$ cat src/rtl/idct_pkg.sv
// Shared types, constants and the basis-factor function of the 8x8 inverse DCT.
// Used by the controller, the datapath and the top level.
package idct_pkg;

  // Block geometry, fixed at the standard 8x8 block.
  localparam int unsigned BLK    = 8;
  localparam int unsigned K_W    = $clog2(BLK);
  localparam int unsigned IDX_W  = 2 * K_W;
  localparam int unsigned NCOEF  = BLK * BLK;

  // Datapath widths: coefficient, Q1.14 factor, row-pass result, accumulator.
  localparam int unsigned COEF_W = 16;
  localparam int unsigned FAC_W  = 16;
  localparam int unsigned TMP_W  = 35;
  localparam int unsigned PROD_W = TMP_W + FAC_W;
  localparam int unsigned ACC_W  = PROD_W + K_W;
  localparam int unsigned SHIFT  = 30;
  localparam int unsigned SHR_W  = ACC_W - SHIFT;

  // Controller states.
  typedef enum logic [2:0] {
    S_LOAD,
    S_ROW_RUN,
    S_ROW_DRAIN,
    S_COL_WAIT,
    S_COL_RUN,
    S_COL_DRAIN
  } state_e;

  // Command from controller to datapath.
  typedef struct packed {
    logic             load_we;
    logic [IDX_W-1:0] load_addr;
    logic             issue;
    logic             col_pass;
    logic [IDX_W-1:0] grp;
    logic [K_W-1:0]   k;
  } dp_cmd_t;

  // Status from datapath to controller.
  typedef struct packed {
    logic out_busy;
  } dp_status_t;

  // Q1.14 magnitude of cos(r*pi/16) for r from 0 to 8.
  function automatic logic [FAC_W-1:0] cos_mag(input logic [3:0] r);
    logic [FAC_W-1:0] m;
    unique case (r)
      4'd0:    m = 16'd16384;
      4'd1:    m = 16'd16069;
      4'd2:    m = 16'd15137;
      4'd3:    m = 16'd13623;
      4'd4:    m = 16'd11585;
      4'd5:    m = 16'd9102;
      4'd6:    m = 16'd6270;
      4'd7:    m = 16'd3196;
      default: m = 16'd0;
    endcase
    return m;
  endfunction

  // c(q)*cos((2p+1)q*pi/16) in signed Q1.14.
  function automatic logic signed [FAC_W-1:0] basis_f(input logic [K_W-1:0] p,
                                                      input logic [K_W-1:0] q);
    logic [8:0]       prod;
    logic [4:0]       ph;
    logic [3:0]       r;
    logic             neg;
    logic [FAC_W-1:0] mag;
    prod = ({5'd0, p, 1'b1}) * {6'd0, q};
    ph   = prod[4:0];
    neg  = 1'b0;
    r    = 4'd0;
    if (ph < 5'd8) begin
      r = ph[3:0];
    end else if (ph < 5'd16) begin
      r   = 4'(5'd16 - ph);
      neg = 1'b1;
    end else if (ph < 5'd24) begin
      r   = 4'(ph - 5'd16);
      neg = 1'b1;
    end else begin
      r = 4'(6'd32 - {1'b0, ph});
    end
    mag = cos_mag(r);
    if (q == '0) begin
      return 16'sd11585;
    end
    return neg ? -$signed(mag) : $signed(mag);
  endfunction

endpackage

$ cat src/rtl/idct_ram.sv
// Generic single-write, single-read RAM with registered read data.
// No dependencies.
module idct_ram #(
  parameter int unsigned WIDTH = 16,
  parameter int unsigned DEPTH = 64
) (
  input  logic                     clk_i,
  input  logic                     we_i,
  input  logic [$clog2(DEPTH)-1:0] waddr_i,
  input  logic [WIDTH-1:0]         wdata_i,
  input  logic [$clog2(DEPTH)-1:0] raddr_i,
  output logic [WIDTH-1:0]         rdata_o
);

  logic [WIDTH-1:0] mem_q [DEPTH];

  // Write port and registered read port.
  always_ff @(posedge clk_i) begin
    if (we_i) begin
      mem_q[waddr_i] <= wdata_i;
    end
    rdata_o <= mem_q[raddr_i];
  end

endmodule

$ cat src/rtl/idct_dp.sv
// Datapath of the inverse DCT: coefficient and transpose stores, one
// multiply-accumulate pipeline, rounding, saturation and output register.
// Depends on idct_pkg and idct_ram.
module idct_dp import idct_pkg::*; (
  input  logic                     clk_i,
  input  logic                     rst_ni,
  input  dp_cmd_t                  cmd_i,
  output dp_status_t               status_o,
  input  logic signed [COEF_W-1:0] coefficient_i,
  output logic                     out_valid_o,
  input  logic                     out_ready_i,
  output logic signed [15:0]       sample_o,
  output logic                     last_sample_o
);

  logic [IDX_W-1:0]         coef_raddr, tmp_raddr;
  logic [COEF_W-1:0]        coef_rdata;
  logic [TMP_W-1:0]         tmp_rdata;
  logic                     tmp_we;
  logic [TMP_W-1:0]         tmp_wdata;
  logic signed [FAC_W-1:0]  fac;

  logic                     vld1_q, col1_q, vld2_q, col2_q;
  logic [IDX_W-1:0]         grp1_q, grp2_q;
  logic [K_W-1:0]           k1_q, k2_q;
  logic signed [FAC_W-1:0]  fac1_q;
  logic signed [TMP_W-1:0]  mdata;
  logic signed [PROD_W-1:0] prod_q;
  logic signed [ACC_W-1:0]  acc_q, sum;
  logic                     fin;
  logic signed [SHR_W-1:0]  shr;
  logic signed [SHR_W:0]    lvl;
  logic signed [15:0]       sat;
  logic                     out_valid_q, last_q;
  logic signed [15:0]       sample_q;

  // Read addresses and basis factor for the issued product.
  always_comb begin
    coef_raddr = {cmd_i.grp[IDX_W-1:K_W], cmd_i.k};
    tmp_raddr  = {cmd_i.k, cmd_i.grp[K_W-1:0]};
    if (cmd_i.col_pass) begin
      fac = basis_f(cmd_i.grp[IDX_W-1:K_W], cmd_i.k);
    end else begin
      fac = basis_f(cmd_i.grp[K_W-1:0], cmd_i.k);
    end
  end

  idct_ram #(.WIDTH(COEF_W), .DEPTH(NCOEF)) u_coef_ram (
    .clk_i   (clk_i),
    .we_i    (cmd_i.load_we),
    .waddr_i (cmd_i.load_addr),
    .wdata_i (coefficient_i),
    .raddr_i (coef_raddr),
    .rdata_o (coef_rdata)
  );

  idct_ram #(.WIDTH(TMP_W), .DEPTH(NCOEF)) u_tmp_ram (
    .clk_i   (clk_i),
    .we_i    (tmp_we),
    .waddr_i (grp2_q),
    .wdata_i (tmp_wdata),
    .raddr_i (tmp_raddr),
    .rdata_o (tmp_rdata)
  );

  // Operand select: coefficient in the row pass, row result in the column pass.
  assign mdata = col1_q ? $signed(tmp_rdata)
                        : TMP_W'($signed(coef_rdata));

  // Accumulate; the first product of a group restarts the sum.
  always_comb begin
    sum       = ((k2_q == '0) ? '0 : acc_q) + ACC_W'(prod_q);
    fin       = vld2_q && (k2_q == K_W'(BLK - 1));
    tmp_we    = fin && !col2_q;
    tmp_wdata = sum[TMP_W-1:0];
    shr       = SHR_W'(sum >>> SHIFT);
    lvl       = (SHR_W + 1)'(shr) + (SHR_W + 1)'(128);
    if (lvl > (SHR_W + 1)'(32767)) begin
      sat = 16'sh7fff;
    end else if (lvl < -(SHR_W + 1)'(32768)) begin
      sat = -16'sh8000;
    end else begin
      sat = lvl[15:0];
    end
  end

  // Pipeline stages: factor and tag, product, accumulator.
  always_ff @(posedge clk_i) begin
    fac1_q <= fac;
    grp1_q <= cmd_i.grp;
    k1_q   <= cmd_i.k;
    col1_q <= cmd_i.col_pass;
    prod_q <= mdata * fac1_q;
    grp2_q <= grp1_q;
    k2_q   <= k1_q;
    col2_q <= col1_q;
    if (vld2_q) begin
      acc_q <= sum;
    end
  end

  always_ff @(posedge clk_i or negedge rst_ni) begin
    if (!rst_ni) begin
      vld1_q <= 1'b0;
      vld2_q <= 1'b0;
    end else begin
      vld1_q <= cmd_i.issue;
      vld2_q <= vld1_q;
    end
  end

  // Output register: filled by a finished column sum, emptied by a beat.
  always_ff @(posedge clk_i or negedge rst_ni) begin
    if (!rst_ni) begin
      out_valid_q <= 1'b0;
    end else if (fin && col2_q) begin
      out_valid_q <= 1'b1;
    end else if (out_ready_i) begin
      out_valid_q <= 1'b0;
    end
  end

  always_ff @(posedge clk_i) begin
    if (fin && col2_q) begin
      sample_q <= sat;
      last_q   <= (grp2_q == IDX_W'(NCOEF - 1));
    end
  end

  assign out_valid_o       = out_valid_q;
  assign sample_o          = sample_q;
  assign last_sample_o     = last_q;
  assign status_o.out_busy = out_valid_q;

  // A column result never overwrites a sample still waiting.
  assert property (@(posedge clk_i) disable iff (!rst_ni)
    (fin && col2_q) |-> !out_valid_q)
    else $error("column result overwrote a pending sample");

  // Products of one group follow each other without gaps.
  assert property (@(posedge clk_i) disable iff (!rst_ni)
    (vld1_q && k1_q != '0) |-> $past(cmd_i.issue, 2))
    else $error("gap inside an accumulation group");

  // Row and column products never share one group.
  assert property (@(posedge clk_i) disable iff (!rst_ni)
    (vld2_q && k2_q != '0) |-> (col2_q == $past(col2_q)))
    else $error("pass changed inside a group");

endmodule

$ cat config.mk
export PLATFORM = sky130hd
export DESIGN_NAME = idct_dp
export DESIGN_NICKNAME = d
export VERILOG_FILES = /design/src/rtl/idct_pkg.sv /design/src/rtl/idct_ram.sv /design/src/rtl/idct_dp.sv
export SDC_FILE = /design/constraint.sdc
export NUM_CORES = 2
export LEC_CHECK = 0
export BUFFER_PORTS_ARGS = -buffer_cell sky130_fd_sc_hd__clkbuf_2
export CORE_MARGIN = 3
export CORE_UTILIZATION = 62
export CTS_BUF_LIST = sky130_fd_sc_hd__clkbuf_16
export DETAILED_ROUTE_END_ITERATION = 12
export PLACE_DENSITY = 0.78
export SYNTH_ARGS = -nofsm -noshare
export SYNTH_HDL_FRONTEND = slang
export SYNTH_SLANG_ARGS = --single-unit
$ cat constraint.sdc
create_clock -name clk_i -period 17.7 [get_ports clk_i]
set_clock_uncertainty 0.15 [all_clocks]
set_input_delay 1.77 -clock clk_i [delete_from_list [all_inputs] [get_ports clk_i]]
set_output_delay 1.77 -clock clk_i [all_outputs]
set_load 0.05 [all_outputs]
==> results.md <==
- Status: finished clean
- Sequential area share after synthesis: 66.5%
- Post-DP HPWL: 224 mm
- Clk slew on worst S/H paths: 60 ps
- I/O Buffers: 55
- Reg2reg path depth: 25
- Final Hold Fails: 0
- Hold path startpoint: grp1_q[1]$_DFF_P_
- WHS Endpoint: grp2_q[1]$_DFF_P_
- Gpl congestion: 0.903
- Slew HR: 11.5%
- Final nets: 9,288
- Critical path buffers and inverters: 4
- Root buffer cell: clkbuf_16
- Reg area: 103,000 sq um
- Worst EP required: 18,420 ps
- Number of I/O pins: 56
- Syn Area/Cell: 18.7 sq um
- Initial antenna violation count: 46
- Filler instances: 14,300
- CTS tree: yes
- First-pass DRT Iterations: 8
- FP Rows: 182
- P&R area growth vs syn: 10.8%
- Maximum capacitance violations: 0
- Post-synth top area share: 64.7%
- Count of cell types in the netlist: 93
- Largest net degree at the start of global routing: 147
- CTS Hold Bufs: 0
- Fraction of registers with async set/reset: 0.0863%
- Final setup violation count: 0
- Remaining Overflow, GRT: 0
- Global-route wire length before repair: 612 mm
- Fmax achieved: 107 MHz
- Worst hold path depth: 0
- R2r setup slk: 8380 ps
- Hold Crit Class: flop to flop
- Total CTS buffers: 354
- Setup TNS: 0 ps
- Full die area: 256,000 sq um
- Starting Density: 62.7%
- Dominant synthesized flop cell: edfxtp_1
- Post-layout util: 69.4%
- CP Max Fanout: 37
- RSZ-0062 raised after global routing: false
- Synthesized-area fraction occupied by adder cells: 8.48%
- Cell Area, Synth: 155,000 sq um
- Clock Sinks: 3,476
- Pins over their slew limit: 0
- Critical register-to-register path startpoint: col1_q$_DFF_P_
- Leading area contributor after synthesis: edfxtp_1
- Delay-heaviest family, CP: adder cells
- Crit. End Element: flop
- Synth Area in Compound Gates: 2.18%
- Largest family of logic cells by synthesized area: multiplexers
- Vias in the first global route: 85,800
- Insertion delay to the later sink of the worst-skew pair: 1030 ps
- CP dominant cell by count: fa_1
- Post-layout min period: 9320 ps
- Post-CTS sizing: 0
- Synth top area cells: edfxtp_1 (65%), mux4_2 (15%), fa_1 (6.9%)
- Crit path arrival time: 10,040 ps
- CP Class: flop to flop
- Fin crit share: 52.6%
- Post-synthesis simple-gate area fraction: 3.94%
- Final wirelength: 422 mm
- Die Ht: 506 um
- Post-synth EDFFs: 3,335
- Drt wl/cell: 34.8 um
- Yosys Warn Count: 0
- Core box area: 247,000 sq um
- Crit-path max cell delay: 900 ps
- Most frequent cells in the layout: edfxtp_1 (3,335), mux4_2 (1,032), inv_1 (754), fa_1 (535), nand2_1 (469)
- Starting DRT DRC Count: 11,600
- Cells after Synth: 8,277
- Worst R2R End: prod_q[49]$_DFF_P_
- CTS max path bufs: 4
- Tot GR Track Use: 33.6%
- Net Count, Synth: 9,042
- Clock H-tree levels: 5
- Startpoint Class: flop
- Multi-input logic area: 48,600 sq um
- #FFs+latches synth: 3,476
- Post-synthesis xor/xnor area fraction: 0.820%
- Multiplexer share of the synthesized area: 15.4%
- Layout cell share with drive strength beyond 1: 22.6%
- DIE WIDTH: 506 um
- Vias: 83,200
- Setup repair bufs after CTS: 0
- Vias per inst: 6.86
- Worst Max-Slew Pin Slew: 1330 ps
- # DRC: 0
- DRT antenna net count: 0
- Critical-path top delay cell: dfxtp_2
- Most common cell after layout, fill and taps aside: edfxtp_1
routing by layer:
metal  up-vias  GRT usage (%)  wire (um)
li1      32300              -          -
met5         -              0        140
met1     43600           44.8     146000
met3      1151           8.94      49800
met4        18           14.5      20700
met2      6127           53.2     205000
worst reg2reg max path, cell delays in order (launching register included):
cell      delay [ps]
dfxtp_2          900
nand2b_1         240
buf_4            260
nand2_1          480
nand2_1          280
fa_1             460
fa_1             540
fa_1             520
inv_1             60
fa_1             490
fa_1             530
inv_1             60
fa_1             490
inv_1             50
ha_1             360
and3_1           200
and3_1           200
or3b_2           450
a211oi_1         490
o21ai_0          370
a31oi_1          520
a21boi_0         210
o21ai_0          410
a221oi_1         230
o21bai_1         190
xor2_1           160
synthesized netlist by cell type, types with 8 or more instances:
cell and count:
xnor2_1 92, nor2_1 248, or3_1 14, mux2i_1 47, nand3b_1 9, nand2_1 469
inv_1 678, nand3_1 39, o31ai_1 12, fa_1 535, mux4_2 1032, edfxtp_1 3335
a31oi_1 12, ha_1 193, mux2_2 15, and2_1 280, o21a_1 20, o211ai_1 17
a21o_1 40, nand2b_1 17, buf_2 8, o21ai_0 67, nand4_1 20, and3_1 16
a211oi_1 58, nor2b_1 69, xor2_1 46, clkbuf_1 271, a21oi_1 161, buf_1 125
o21bai_1 20, nor3_1 24, dfxtp_1 138, a21oi_2 11
final cells by class:
class / count / area share, %
sequential: 3476 / 60.0
multi-input combinational: 3714 / 28.3
clock buffer: 356 / 5.19
tap: 3312 / 2.42
inverter: 678 / 1.48
timing repair buffer: 299 / 1.31
clock inverter: 272 / 1.23
antenna: 27 / 0.0394
logic make-up (layout without fill, tap and decap cells):
| kind of cell | after synthesis | in the layout |
|---|---|---|
| other | 0 | 27 |
| buffers and inverters | 1087 | 1605 |
| DFF | 3476 | 3476 |
| xor gates and xnor gates | 141 | 141 |
| AOI/OAI and AO/OA | 500 | 500 |
| adders and majority gates | 728 | 728 |
| and+or+nand+nor | 1251 | 1251 |
| muxes | 1094 | 1094 |
state kept, by name, indices dropped and copies added (netlist names), 3 cells and up:
register,flops
acc_q,54
k1_q,3
k2_q,3
u_tmp_ram.rdata_o,35
u_tmp_ram.mem_q,2240
sample_o,16
u_coef_ram.mem_q,1024
grp1_q,6
fac1_q,16
u_coef_ram.rdata_o,16
prod_q,51
grp2_q,6
metrics by stage:
step                worst slack, ps  hold slack, ps  cells  area, sq um
floorplan                      8590             160   8277       155000
detailed placement             8450             162  11500       160000
finish                         8380             185  12100       172000
CTS                            8430             186  12100       171000
global placement               8610             161  11500       160000
global route                   7870             195  12100       172000
how the worst max path moves through the flow:
stage | start | endpoint | slack [ps] | cells after the start
finish | col1_q$_DFF_P_ | prod_q[49]$_DFF_P_ | 8380 | 25
global route | col1_q$_DFF_P_ | prod_q[49]$_DFF_P_ | 7870 | 25
CTS | col1_q$_DFF_P_ | prod_q[49]$_DFF_P_ | 8430 | 25
detailed placement | col1_q$_DFF_P_ | prod_q[49]$_DFF_P_ | 8450 | 25
global placement | col1_q$_DFF_P_ | prod_q[49]$_DFF_P_ | 8610 | 25
floorplan | cmd_i[0] | fac1_q[14]$_DFF_P_ | 8590 | 27
Power is not shown: default switching activity piles up to over one toggle a cycle in this logic, so the estimate is an artifact.
