$ cat src/rtl/idct_pkg.sv
// Shared types, constants and the basis-factor function of the 8x8 inverse DCT.
// Used by the controller, the datapath and the top level.
package idct_pkg;

  // Block geometry, fixed at the standard 8x8 block.
  localparam int unsigned BLK    = 8;
  localparam int unsigned K_W    = $clog2(BLK);
  localparam int unsigned IDX_W  = 2 * K_W;
  localparam int unsigned NCOEF  = BLK * BLK;

  // Datapath widths: coefficient, Q1.14 factor, row-pass result, accumulator.
  localparam int unsigned COEF_W = 16;
  localparam int unsigned FAC_W  = 16;
  localparam int unsigned TMP_W  = 35;
  localparam int unsigned PROD_W = TMP_W + FAC_W;
  localparam int unsigned ACC_W  = PROD_W + K_W;
  localparam int unsigned SHIFT  = 30;
  localparam int unsigned SHR_W  = ACC_W - SHIFT;

  // Controller states.
  typedef enum logic [2:0] {
    S_LOAD,
    S_ROW_RUN,
    S_ROW_DRAIN,
    S_COL_WAIT,
    S_COL_RUN,
    S_COL_DRAIN
  } state_e;

  // Command from controller to datapath.
  typedef struct packed {
    logic             load_we;
    logic [IDX_W-1:0] load_addr;
    logic             issue;
    logic             col_pass;
    logic [IDX_W-1:0] grp;
    logic [K_W-1:0]   k;
  } dp_cmd_t;

  // Status from datapath to controller.
  typedef struct packed {
    logic out_busy;
  } dp_status_t;

  // Q1.14 magnitude of cos(r*pi/16) for r from 0 to 8.
  function automatic logic [FAC_W-1:0] cos_mag(input logic [3:0] r);
    logic [FAC_W-1:0] m;
    unique case (r)
      4'd0:    m = 16'd16384;
      4'd1:    m = 16'd16069;
      4'd2:    m = 16'd15137;
      4'd3:    m = 16'd13623;
      4'd4:    m = 16'd11585;
      4'd5:    m = 16'd9102;
      4'd6:    m = 16'd6270;
      4'd7:    m = 16'd3196;
      default: m = 16'd0;
    endcase
    return m;
  endfunction

  // c(q)*cos((2p+1)q*pi/16) in signed Q1.14.
  function automatic logic signed [FAC_W-1:0] basis_f(input logic [K_W-1:0] p,
                                                      input logic [K_W-1:0] q);
    logic [8:0]       prod;
    logic [4:0]       ph;
    logic [3:0]       r;
    logic             neg;
    logic [FAC_W-1:0] mag;
    prod = ({5'd0, p, 1'b1}) * {6'd0, q};
    ph   = prod[4:0];
    neg  = 1'b0;
    r    = 4'd0;
    if (ph < 5'd8) begin
      r = ph[3:0];
    end else if (ph < 5'd16) begin
      r   = 4'(5'd16 - ph);
      neg = 1'b1;
    end else if (ph < 5'd24) begin
      r   = 4'(ph - 5'd16);
      neg = 1'b1;
    end else begin
      r = 4'(6'd32 - {1'b0, ph});
    end
    mag = cos_mag(r);
    if (q == '0) begin
      return 16'sd11585;
    end
    return neg ? -$signed(mag) : $signed(mag);
  endfunction

endpackage

$ cat src/rtl/idct_ctrl.sv
// Sequencer of the inverse DCT: loading, row pass, column pass.
// Depends on idct_pkg.
module idct_ctrl import idct_pkg::*; (
  input  logic       clk_i,
  input  logic       rst_ni,
  input  logic       in_valid_i,
  output logic       in_ready_o,
  input  dp_status_t status_i,
  output dp_cmd_t    cmd_o
);

  state_e           state_q, state_d;
  logic [IDX_W-1:0] load_q, load_d;
  logic [IDX_W-1:0] grp_q, grp_d;
  logic [K_W-1:0]   k_q, k_d;
  logic [1:0]       drain_q, drain_d;
  logic             in_acc;
  logic             grp_end;

  assign in_acc  = in_valid_i && in_ready_o;
  assign grp_end = (k_q == K_W'(BLK - 1));

  // Next state and counters.
  always_comb begin
    state_d = state_q;
    load_d  = load_q;
    grp_d   = grp_q;
    k_d     = k_q;
    drain_d = drain_q;
    unique case (state_q)
      S_LOAD: begin
        if (in_acc) begin
          load_d = load_q + 1'b1;
          if (load_q == IDX_W'(NCOEF - 1)) begin
            state_d = S_ROW_RUN;
            grp_d   = '0;
            k_d     = '0;
          end
        end
      end
      S_ROW_RUN, S_COL_RUN: begin
        k_d = k_q + 1'b1;
        if (grp_end) begin
          if (state_q == S_ROW_RUN) begin
            grp_d = grp_q + 1'b1;
            if (grp_q == IDX_W'(NCOEF - 1)) begin
              state_d = S_ROW_DRAIN;
              drain_d = '0;
            end
          end else begin
            state_d = S_COL_DRAIN;
            drain_d = '0;
          end
        end
      end
      S_ROW_DRAIN: begin
        drain_d = drain_q + 1'b1;
        if (drain_q == 2'd2) begin
          state_d = S_COL_WAIT;
        end
      end
      S_COL_WAIT: begin
        if (!status_i.out_busy) begin
          state_d = S_COL_RUN;
          k_d     = '0;
        end
      end
      S_COL_DRAIN: begin
        drain_d = drain_q + 1'b1;
        if (drain_q == 2'd2) begin
          grp_d   = grp_q + 1'b1;
          state_d = (grp_q == IDX_W'(NCOEF - 1)) ? S_LOAD : S_COL_WAIT;
        end
      end
      default: state_d = S_LOAD;
    endcase
  end

  // Outputs to the datapath.
  always_comb begin
    in_ready_o      = (state_q == S_LOAD);
    cmd_o.load_we   = in_acc;
    cmd_o.load_addr = load_q;
    cmd_o.issue     = (state_q == S_ROW_RUN) || (state_q == S_COL_RUN);
    cmd_o.col_pass  = (state_q == S_COL_RUN);
    cmd_o.grp       = grp_q;
    cmd_o.k         = k_q;
  end

  always_ff @(posedge clk_i or negedge rst_ni) begin
    if (!rst_ni) begin
      state_q <= S_LOAD;
      load_q  <= '0;
      grp_q   <= '0;
      k_q     <= '0;
      drain_q <= '0;
    end else begin
      state_q <= state_d;
      load_q  <= load_d;
      grp_q   <= grp_d;
      k_q     <= k_d;
      drain_q <= drain_d;
    end
  end

  // A column group only starts while the output register is free.
  assert property (@(posedge clk_i) disable iff (!rst_ni)
    (state_q == S_COL_RUN && k_q == '0) |-> !status_i.out_busy)
    else $error("column group started with output busy");

  // The load counter is back at zero whenever the row pass starts.
  assert property (@(posedge clk_i) disable iff (!rst_ni)
    (state_q == S_ROW_RUN && $past(state_q) == S_LOAD) |-> (load_q == '0))
    else $error("load counter not wrapped at row pass start");

endmodule

$ cat config.mk
export PLATFORM = sky130hd
export DESIGN_NAME = idct_ctrl
export DESIGN_NICKNAME = d
export VERILOG_FILES = /design/src/rtl/idct_pkg.sv /design/src/rtl/idct_ctrl.sv
export SDC_FILE = /design/constraint.sdc
export NUM_CORES = 1
export LEC_CHECK = 0
export ABC_AREA = 1
export CORE_MARGIN = 1
export CORE_UTILIZATION = 55
export CTS_BUF_LIST = sky130_fd_sc_hd__clkbuf_4
export CTS_CLUSTER_SIZE = 10
export DETAILED_ROUTE_END_ITERATION = 8
export DONT_BUFFER_PORTS = 1
export PLACE_DENSITY_LB_ADDON = 0.2
export SETUP_SLACK_MARGIN = 0.1
export SYNTH_ARGS = -nofsm -noshare
export SYNTH_HDL_FRONTEND = slang
export SYNTH_SLANG_ARGS = --single-unit
$ cat constraint.sdc
create_clock -name clk_i -period 1.39 [get_ports clk_i]
set_clock_uncertainty 0.2 [all_clocks]
set_input_delay 0.139 -clock clk_i [delete_from_list [all_inputs] [get_ports clk_i]]
set_output_delay 0.139 -clock clk_i [all_outputs]
set_load 0.01 [all_outputs]
==> results of run 1 <==
==> cell type report <==
cell class / instances / area [um^2] / share of cell area, %
clock inverter: 1 / 3.75 / 0.212
multi-input combinational: 113 / 749 / 42.4
inverter: 22 / 97.6 / 5.52
clock buffer: 3 / 22.5 / 1.27
timing repair buffer: 43 / 358 / 20.2
tap: 27 / 33.8 / 1.91
sequential: 20 / 504 / 28.5
==> registers in the layout (all words and copies together) (netlist names) <==
register	count
grp_q	6
load_q	6
k_q	3
state_q	3
drain_q	2
==> synthesized netlist by cell type <==
cell	instances
buf_4	2
buf_6	2
dfrtp_1	20
ha_1	5
inv_1	19
inv_2	3
nand2_1	49
nand2_2	5
nand2_4	2
nand3_1	13
nand3_2	1
nand3_4	1
nand3b_1	2
nand4_1	2
nor2_1	8
nor2_4	3
o21ai_0	7
o21ai_2	5
o22ai_1	1
or2_1	1
xnor2_1	1
xor2_1	6
==> repair_timing <==
item / 4_1_cts / 5_1_grt
setup buffers: 7 / 4
pin swaps: 4 / 11
gates cloned: 1 / 0
endpoints found under the setup margin: 25 / 45
resized for setup: 26 / 19
hold endpoints to repair: 26 / 26
==> logic make-up after synthesis <==
family / after synthesis
compound gates: 13
flops: 20
xor+xnor: 7
fa+ha+maj: 5
buf+inv: 26
simple gates: 87
==> how the worst max path moves through the flow <==
stage	from	to	slack [ns]	depth (start not counted)
6_report	state_q[1]	cmd_o[17]	-0.33	6
3_5_place_dp	drain_q[0]	grp_q[4]	-0.26	8
4_1_cts	load_q[1]	state_q[0]	-0.28	10
3_3_place_gp	k_q[0]	grp_q[4]	-0.20	8
5_1_grt	state_q[1]	cmd_o[17]	-0.38	6
2_1_floorplan	load_q[0]	grp_q[0]	-0.13	9
==> where the power goes <==
| group | total, mW | internal, mW | switching (mW) |
|---|---|---|---|
| Clock | 0.311 | 0.106 | 0.205 |
| Sequential | 1.02 | 0.808 | 0.212 |
| Combinational | 3.31 | 1.43 | 1.87 |
| Total | 4.64 | 2.35 | 2.29 |
==> worst register-to-register path, delay by kind of cell (launching register included) <==
family	cells	cell delay, ns
buffers and inverters	2	0.27
DFF	1	0.52
and+or+nand+nor	6	0.56
==> cell usage in the layout (no fill, tap or decap), types with 3 or more instances in the layout <==
master    netlist  routed
inv_2           3       4
nand3_1        13      10
o21ai_0         7       4
buf_4           2      34
o21ai_2         5       6
ha_1            5       3
nor2_4          3       4
dfrtp_2         0       3
nand2_2         5       8
nand3_4         1       3
nand2_4         2       6
buf_6           2       8
nand2_1        49      42
clkbuf_4        0       3
inv_1          19      13
dfrtp_1        20      17
nor2_1          8       5
inv_4           0       4
nand3_2         1       3
xor2_1          6       6
==> routing by layer <==
layer | vias up | wire [um] | global-route usage [%]
li1 | 588 | - | -
met1 | 606 | 1340 | 32.9
met2 | 55 | 1830 | 52.9
met3 | 18 | 219 | 6.17
met4 | 0 | 145 | 20.5
met5 | - | 0 | 0
==> through the flow <==
stage | setup slack [ns] | hold WS (ns) | TNS, ns | instances
finish | -0.331 | -0.194 | -5.06 | 229
global route | -0.384 | -0.119 | -6.60 | 229
CTS | -0.281 | -0.128 | -4.26 | 225
detailed placement | -0.265 | -0.356 | -3.68 | 212
global placement | -0.201 | -0.356 | -2.76 | 212
floorplan | -0.134 | -0.357 | -1.55 | 158
==> impl_summary.txt, run 1 <==
----------------------------------------------------
[Run status]
  Failing checks ... negative hold slack, negative setup slack
  Status ... complete, but fails checks

[Finish]
  Final Util ... 85.8%
  Fraction of layout cells with a size suffix above 1 ... 45.5%
  Area growth from synthesis to layout ... 40.7%
  Post-Layout Inst Area ... 0.00177 mm^2
  Number of antenna diodes ... 0
  Number of filler cells placed in the layout ... 105
  Number of nets at the end of the flow ... 212

[Setup path]
  Cell family with the largest share of critical-path delay ... flip-flops
  Delay of the slowest critical-path stage ... 0.50 ns
  Worst reg-to-reg path cell count ... 8
  Largest fanout of any net on the critical path ... 5
  Type of the setup path with the least slack ... reg -> out
  Launch instance of the worst register-to-register path ... state_q[2]
  Data arrival, critical path ... 1.38 ns
  Register-to-register setup slack ... -0.26 ns
  Reg-to-reg critical path endpoint ... state_q[0]
  Crit-path cells ... inv_6 > nand2_4 > nor2_4 > buf_4 > nand2_4 > inv_4
  Critical Path Sink Type ... primary output
  Crit path buffers/inverters ... 3
  Cell repeated most along the worst path ... nand2_4
  Data required time of the worst path ... 1.05 ns
  Critical path startpoint category ... flop
  Slowest library cell on the worst path ... dfrtp_2

[Logic synthesis]
  Number of flip-flops and latches in the synthesized netlist ... 20
  Register area share after synthesis ... 39.8%
  Count of distinct cell types in the synthesized netlist ... 22
  XOR/XNOR Fraction of Synth Area ... 4.88%
  Synthesized-area fraction occupied by ao, oa, aoi and oai cells ... 6.77%
  Post-synthesis cell area ... 0.00126 mm^2
  Syn_nets ... 167
  Simple-Gate Fraction of Synth Area ... 34.0%
  Cell taking the most area after synthesis ... dfrtp_1
  Number of warnings issued by yosys ... 0
  Syn_area_per_cell ... 7.96 um^2
  Fraction of synthesized cell area taken by the top area cell type ... 39.8%
  Most area-consuming cells after synthesis ... dfrtp_1 (40%), nand2_1 (15%), inv_1 (5.7%)
  Arithmetic-cell share of the synthesized area counting full adders, half adders and majority gates ... 4.98%
  Dominant combinational cell family by area after synthesis ... simple AND/OR/NAND/NOR gates
  Number of instances in the synthesized netlist ... 158
  Fraction of synthesized area in multiplexers ... 0%

[Clock tree]
  Number of buffers added by the clock tree synthesis step ... 3
  Clk pin slew, worst setup/hold paths ... 0.12 ns
  Root Buffer ... clkbuf_4
  CTS tree ... done
  Number of buffers on the longest clock path ... 2
  Clock latency of the later-clocked register in the worst-skew pair ... 0.33 ns
  Clk sink count ... 20
  Number of levels in the clock H-tree ... 1
  Post-CTS Hold Fix Bufs ... 1

[Floorplanning]
  Row Count ... 16
  Die area ... 0.00248 mm^2
  Top-Level Pins ... 23
  Overall die width ... 49.8 um
  Area inside the core boundary ... 0.00206 mm^2
  Vertical die dimension ... 49.8 um
  Starting utilization of the core area ... 61.0%

[STA]
  Period minus WS final ... 1.72 ns
  RSZ-0062 raised after global routing ... true
  Hold_ws ... -0.194 ns
  Final count of pins violating max slew ... 0
  Final count of hold timing violations ... 27
  Maximum operating frequency ... 581 MHz
  Final Cycle Share ... 124%
  Transition time of the tightest slew-check pin ... 0.938 ns
  Setup slack of the critical path after layout ... -0.331 ns
  Remaining max-slew budget at the tightest pin ... 37.5%
  Final-report setup violation count ... 24

[Pwr]
  Final total power ... 4.64 mW
  Maximum resistive drop on vdd ... 2.02 mV
  Cell Pwr Density ... 2620 mW/mm^2
  Reported leakage power ... 0.952 nW

[Detailed routing]
  Via-per-instance ratio ... 5.53
  Number of iterations in the first detailed-routing pass ... 4
  Total vias in the final route ... 1267
  Number of nets with antenna violations after routing ... 0
  Drc violations ... 0
  Initial detailed-routing violation count ... 37
  Average wire per cell in the routed design ... 15.4 um
  Total wire length ... 3.54 mm

[Global routing]
  All-Layer GR Usage ... 30.4%
  Initial antenna violation count ... 0
  Global-route wire length before repair ... 5.55 mm
  Vias in the first global route ... 1304
  Largest net degree at the start of global routing ... 21
  Grt total ovfl ... 0

[Place]
  Final HPWL DP ... 2.23 mm
  Placement Cell Area ... 0.00151 mm^2
  Number of port buffers ... 0
  Final estimated routing congestion in global placement ... 0.848

[Flow run]
  Max cap viols ... 0

[Worst hold path]
  Class of the most critical hold timing path ... in -> async

----------------------------------------------------
Note: power is estimated with default switching activity, not from simulation.
==> inputs of run 2 (changes only) <==
--- a/config.mk
+++ b/config.mk
@@ -8,11 +8,10 @@
 export ABC_AREA = 1
 export CORE_MARGIN = 1
 export CORE_UTILIZATION = 55
-export CTS_BUF_LIST = sky130_fd_sc_hd__clkbuf_4
 export CTS_CLUSTER_SIZE = 10
 export DETAILED_ROUTE_END_ITERATION = 8
 export DONT_BUFFER_PORTS = 1
-export PLACE_DENSITY_LB_ADDON = 0.2
+export PLACE_DENSITY = 0.69
 export SETUP_SLACK_MARGIN = 0.1
 export SYNTH_ARGS = -nofsm -noshare
 export SYNTH_HDL_FRONTEND = slang
==> impl_summary.txt, run 2 (same netlist as run 1, synthesis figures left out) <==
----------------------------------------------------
[Finish]
  Area growth from synthesis to layout ... 56.7%
  Number of antenna diodes ... 0
  Most frequent standard cell in the layout excluding fill and tap cells ... nand2_1
  Top flop regs ... grp_q x6, load_q x6
  Number of nets at the end of the flow ... 222
  Fraction of layout cells with a size suffix above 1 ... 52.4%
  Final Util ... 95.6%
  Top library cells by usage in the layout, fill and taps aside ... nand2_1 (38), buf_4 (37), dfrtp_1 (17)

[Detailed routing]
  Via-per-instance ratio ... 6.18
  Initial detailed-routing violation count ... 111
  Average wire per cell in the routed design ... 22.1 um
  Number of nets with antenna violations after routing ... 0
  Drc violations ... 0
  Total wire length ... 5.28 mm
  Number of iterations in the first detailed-routing pass ... 4
  Total vias in the final route ... 1476

[STA]
  Final-report setup violation count ... 24
  Maximum operating frequency ... 556 MHz
  Final count of pins violating max slew ... 0
  Final count of hold timing violations ... 24
  Hold_ws ... -0.194 ns
  Transition time of the tightest slew-check pin ... 0.953 ns
  Remaining max-slew budget at the tightest pin ... 36.5%
  Setup slack of the critical path after layout ... -0.408 ns
  Final Cycle Share ... 129%
  RSZ-0062 raised after global routing ... true
  Period minus WS final ... 1.80 ns

[Clock tree]
  Number of levels in the clock H-tree ... 1
  Clk pin slew, worst setup/hold paths ... 0.14 ns
  CTS tree ... done
  Post-CTS Hold Fix Bufs ... 2
  Number of buffers added by the clock tree synthesis step ... 3
  Clock latency of the later-clocked register in the worst-skew pair ... 0.33 ns
  Number of buffers on the longest clock path ... 2
  Root Buffer ... clkbuf_4
  Clk sink count ... 20

[Place]
  Final estimated routing congestion in global placement ... 0.883
  Final HPWL DP ... 2.09 mm
  Number of port buffers ... 0
  Pre-CTS worst setup slack ... -0.254 ns

[Pwr]
  Maximum resistive drop on vdd ... 2.60 mV
  Cell Pwr Density ... 2910 mW/mm^2
  Reported leakage power ... 1.03 nW

[Worst hold path]
  Class of the most critical hold timing path ... in -> async

[Setup path]
  Critical path startpoint category ... flop
  Data required time of the worst path ... 1.42 ns
  Largest fanout of any net on the critical path ... 5
  Critical Path Sink Type ... flop
  Type of the setup path with the least slack ... reg -> reg
  Data arrival, critical path ... 1.83 ns

[Floorplanning]
  Die area ... 0.00248 mm^2
  Starting utilization of the core area ... 61.0%
  Overall die width ... 49.8 um
  Vertical die dimension ... 49.8 um
  Top-Level Pins ... 23
  Area inside the core boundary ... 0.00206 mm^2
  Row Count ... 16

[Run status]
  Status ... complete, but fails checks
  Failing checks ... negative hold slack, negative setup slack

[Global routing]
  Initial antenna violation count ... 0
  Global-route wire length before repair ... 6.26 mm
  Largest net degree at the start of global routing ... 21
  Grt total ovfl ... 0
  Vias in the first global route ... 1385
  All-Layer GR Usage ... 34.4%

[Flow run]
  Max cap viols ... 0

----------------------------------------------------
==> run 2: cell types whose count changed in the layout (fill, tap and decap cells not counted), sizes merged <==
cell / previous run / this run
inv: 22 / 21
buf: 42 / 51
bufinv: 0 / 1
dlygate4sd3: 0 / 1
==> run 2: per-layer routing <==
metal  part of all wire, %  wire [um]  track usage [%]  vias up
met2                    46       2450             60.1      129
met3                   9.7        511             8.64       56
met1                    35       1860             38.3      683
li1                      -          -                -      608
met4                   8.7        461             17.1        0
met5                     0          0                0        -
==> run 2: timing repair <==
item	4_1_cts	5_1_grt
cloned	1	0
resized for setup	42	25
hold endpoints to repair	26	24
pin swaps	12	15
setup buffers	13	9
setup endpoints to repair	25	45
==> run 2: stage by stage <==
step / hold slack (ns) / cells / cell area (um^2) / TNS [ns] / total power, mW
floorplan: -0.357 / 158 / 1280 / -1.55 / 2.62
global placement: -0.356 / 210 / 1490 / -2.79 / 3.20
detailed placement: -0.356 / 210 / 1490 / -3.67 / 3.30
CTS: -0.152 / 230 / 1820 / -4.33 / 4.66
global route: -0.139 / 239 / 1970 / -8.08 / 5.90
finish: -0.194 / 239 / 1970 / -7.23 / 5.73
==> run 2: path summary, 6_finish.rpt <==
kind	slack, ns	from	depth (start not counted)	to
worst max-delay path	-0.41	state_q[1]	9	grp_q[1]
worst min-delay path	-0.19	rst_ni	1	grp_q[3]
worst max register to register	-0.41	state_q[1]	9	grp_q[1]
worst min register to register	0.34	drain_q[1]	2	drain_q[1]
max in group asynchronous	0.54	rst_ni	1	state_q[0]
min in group clk_i	-0.07	in_valid_i	3	load_q[2]
==> run 2: cell type report <==
type / count / area, um^2
Clock inverter: 1 / 30.0
Timing Repair Buffer: 53 / 467
Tap cell: 27 / 33.8
Clock buffer: 3 / 22.5
Sequential cell: 20 / 504
Inverter: 22 / 95.1
Fill cell: 49 / 91.3
Multi-Input combinational cell: 113 / 818
==> run 2: critical path, cell delays in order (launching register included) <==
cell and delay (ns):
dfrtp_2 0.49, clkinv_4 0.09, buf_4 0.15, nand3_4 0.08
nand2_4 0.08, buf_6 0.13, nor2_4 0.14, inv_2 0.10
nand2_1 0.15, o21ai_2 0.09
==> run 2: report_power, final <==
group	switching, mW	internal (mW)
Combinational	2.41	1.74
Sequential	0.247	0.809
Clock	0.229	0.292
Total	2.89	2.84
==> inputs of run 3 (changes only) <==
--- a/config.mk
+++ b/config.mk
@@ -6,12 +6,14 @@
 export NUM_CORES = 1
 export LEC_CHECK = 0
 export ABC_AREA = 1
+export CAP_MARGIN = 20
 export CORE_MARGIN = 1
 export CORE_UTILIZATION = 55
 export CTS_CLUSTER_SIZE = 10
 export DETAILED_ROUTE_END_ITERATION = 8
 export DONT_BUFFER_PORTS = 1
 export PLACE_DENSITY = 0.69
+export REMOVE_ABC_BUFFERS = 1
 export SETUP_SLACK_MARGIN = 0.1
 export SYNTH_ARGS = -nofsm -noshare
 export SYNTH_HDL_FRONTEND = slang
==> impl_summary.txt, run 3 (same netlist as run 1, synthesis figures left out) <==
----------------------------------------------------
[Run status]
  Status ... complete, but fails checks
  Failing checks ... negative hold slack, negative setup slack

[Place]
  Placement Cell Area ... 0.00150 mm^2
  Number of port buffers ... 0
  Placed Instances ... 214
  Pre-CTS worst setup slack ... -0.263 ns
  Final estimated routing congestion in global placement ... 0.915
  Final HPWL DP ... 2.11 mm

[Detailed routing]
  Average wire per cell in the routed design ... 19.3 um
  Via-per-instance ratio ... 5.76
  Number of nets with antenna violations after routing ... 0
  Number of iterations in the first detailed-routing pass ... 4
  Total wire length ... 4.57 mm
  Initial detailed-routing violation count ... 67
  Drc violations ... 0
  Total vias in the final route ... 1365

[Finish]
  Layout Cells excl Fill ... 237
  Area growth from synthesis to layout ... 52.7%
  Top library cells by usage in the layout, fill and taps aside ... nand2_1 (38), buf_4 (38), dfrtp_1 (17)
  Post-Layout Inst Area ... 0.00192 mm^2
  Number of antenna diodes ... 0
  Final Util ... 93.1%
  Fraction of layout cells with a size suffix above 1 ... 52.9%
  Top flop regs ... grp_q x6, load_q x6
  Number of nets at the end of the flow ... 221

[Flow run]
  Max cap viols ... 0

[Clock tree]
  Number of levels in the clock H-tree ... 1
  Root Buffer ... clkbuf_4
  Number of buffers added by the clock tree synthesis step ... 3
  Clk sink count ... 20
  CTS tree ... done
  Clock latency of the later-clocked register in the worst-skew pair ... 0.32 ns
  Number of buffers on the longest clock path ... 2
  Clk pin slew, worst setup/hold paths ... 0.12 ns

[STA]
  Remaining max-slew budget at the tightest pin ... 34.6%
  Final count of hold timing violations ... 20
  Final Cycle Share ... 122%
  Transition time of the tightest slew-check pin ... 0.982 ns
  Final-report setup violation count ... 24
  Final count of pins violating max slew ... 0
  Maximum operating frequency ... 592 MHz
  Setup slack of the critical path after layout ... -0.300 ns
  Period minus WS final ... 1.69 ns
  Hold_ws ... -0.172 ns
  RSZ-0062 raised after global routing ... true

[Global routing]
  Initial antenna violation count ... 0
  Global-route wire length before repair ... 6.27 mm
  Vias in the first global route ... 1298
  Grt total ovfl ... 0
  Largest net degree at the start of global routing ... 21
  All-Layer GR Usage ... 35.2%

[Setup path]
  Critical path startpoint category ... flop
  Slowest library cell on the worst path ... dfrtp_2
  Critical Path Sink Type ... flop
  Data required time of the worst path ... 1.41 ns
  Largest fanout of any net on the critical path ... 5
  Cell repeated most along the worst path ... nand2_1
  Delay of the slowest critical-path stage ... 0.48 ns
  Data arrival, critical path ... 1.71 ns
  Type of the setup path with the least slack ... reg -> reg
  Crit-path cells ... buf_4 > nand2_1 > nor2_4 > nand2_1 > o21ai_2 > nor2_4 > nand2_2 > nand2_1 > nand2_1

[Worst hold path]
  Class of the most critical hold timing path ... in -> async

[Pwr]
  Cell Pwr Density ... 2600 mW/mm^2
  Reported leakage power ... 1.02 nW
  Final total power ... 5.00 mW
  Maximum resistive drop on vdd ... 2.29 mV

[Floorplanning]
  Overall die width ... 49.8 um
  Vertical die dimension ... 49.8 um
  Starting utilization of the core area ... 61.0%
  Top-Level Pins ... 23
  Row Count ... 16
  Area inside the core boundary ... 0.00206 mm^2
  Die area ... 0.00248 mm^2

----------------------------------------------------
-- run 3: cell count changes in the layout (fill, tap and decap cells not counted), moves of 2 or more --
cell     delta
ha_1        -2
inv_1       -2
ha_2        +3
o21ai_0     +2
nand2_2     -2
o21ai_2     -2
inv_2       +3
-- run 3: report_power, final --
part	switching, mW	internal (mW)
sequential	0.208	0.807
clock	0.207	0.102
combinational	2.11	1.56
-- run 3: what timing repair did --
| item | in CTS | in global routing |
|---|---|---|
| cloned | 1 | 0 |
| setup buffers | 11 | 8 |
| hold buffers | 1 | 1 |
| setup endpoints to repair | 26 | 46 |
| hold endpoints to repair | 24 | 24 |
| pin swaps | 23 | 19 |
| gates resized for setup | 52 | 20 |
-- run 3: cell type report --
cell class	instances	area (um^2)
multi-input cells	113	827
flip-flops and latches	20	504
repair buffers	52	443
fillers	77	141
inverters	22	90.1
well taps	27	33.8
clock buffers	3	22.5
-- run 3: routing by layer --
layer	vias up	global-route usage, %	part of all wire, %
li1	604	-	-
met1	663	36.7	38
met2	76	64.0	51
met3	22	6.79	6.1
met4	0	21.9	4.9
met5	-	0	0
-- run 3: through the flow --
stage / setup TNS, ns / hold slack [ns]
floorplan: -2.08 / -0.357
global placement: -1.98 / -0.356
detailed placement: -2.81 / -0.356
CTS: -3.26 / -0.111
global route: -6.19 / -0.123
finish: -4.92 / -0.172
-- run 3: final timing paths --
| check | start | end | slack, ns | depth (start not counted) |
|---|---|---|---|---|
| worst min-delay path | rst_ni | grp_q[2] | -0.17 | 1 |
| min in group clk_i | status_i | k_q[0] | 0.14 | 4 |
| max in group asynchronous | rst_ni | state_q[0] | 0.50 | 1 |
| worst max-delay path | state_q[0] | state_q[0] | -0.30 | 9 |
| worst min register to register | drain_q[1] | drain_q[1] | 0.31 | 2 |
| worst max register to register | state_q[0] | state_q[0] | -0.30 | 9 |
-- run 3: critical path: cells and delay by family (launching register included) --
kind                   cells  cell delay [ns]
buffers and inverters      1             0.15
AND/OR/NAND/NOR            7             0.68
flip-flops                 1             0.48
AO/OA/AOI/OAI              1             0.08
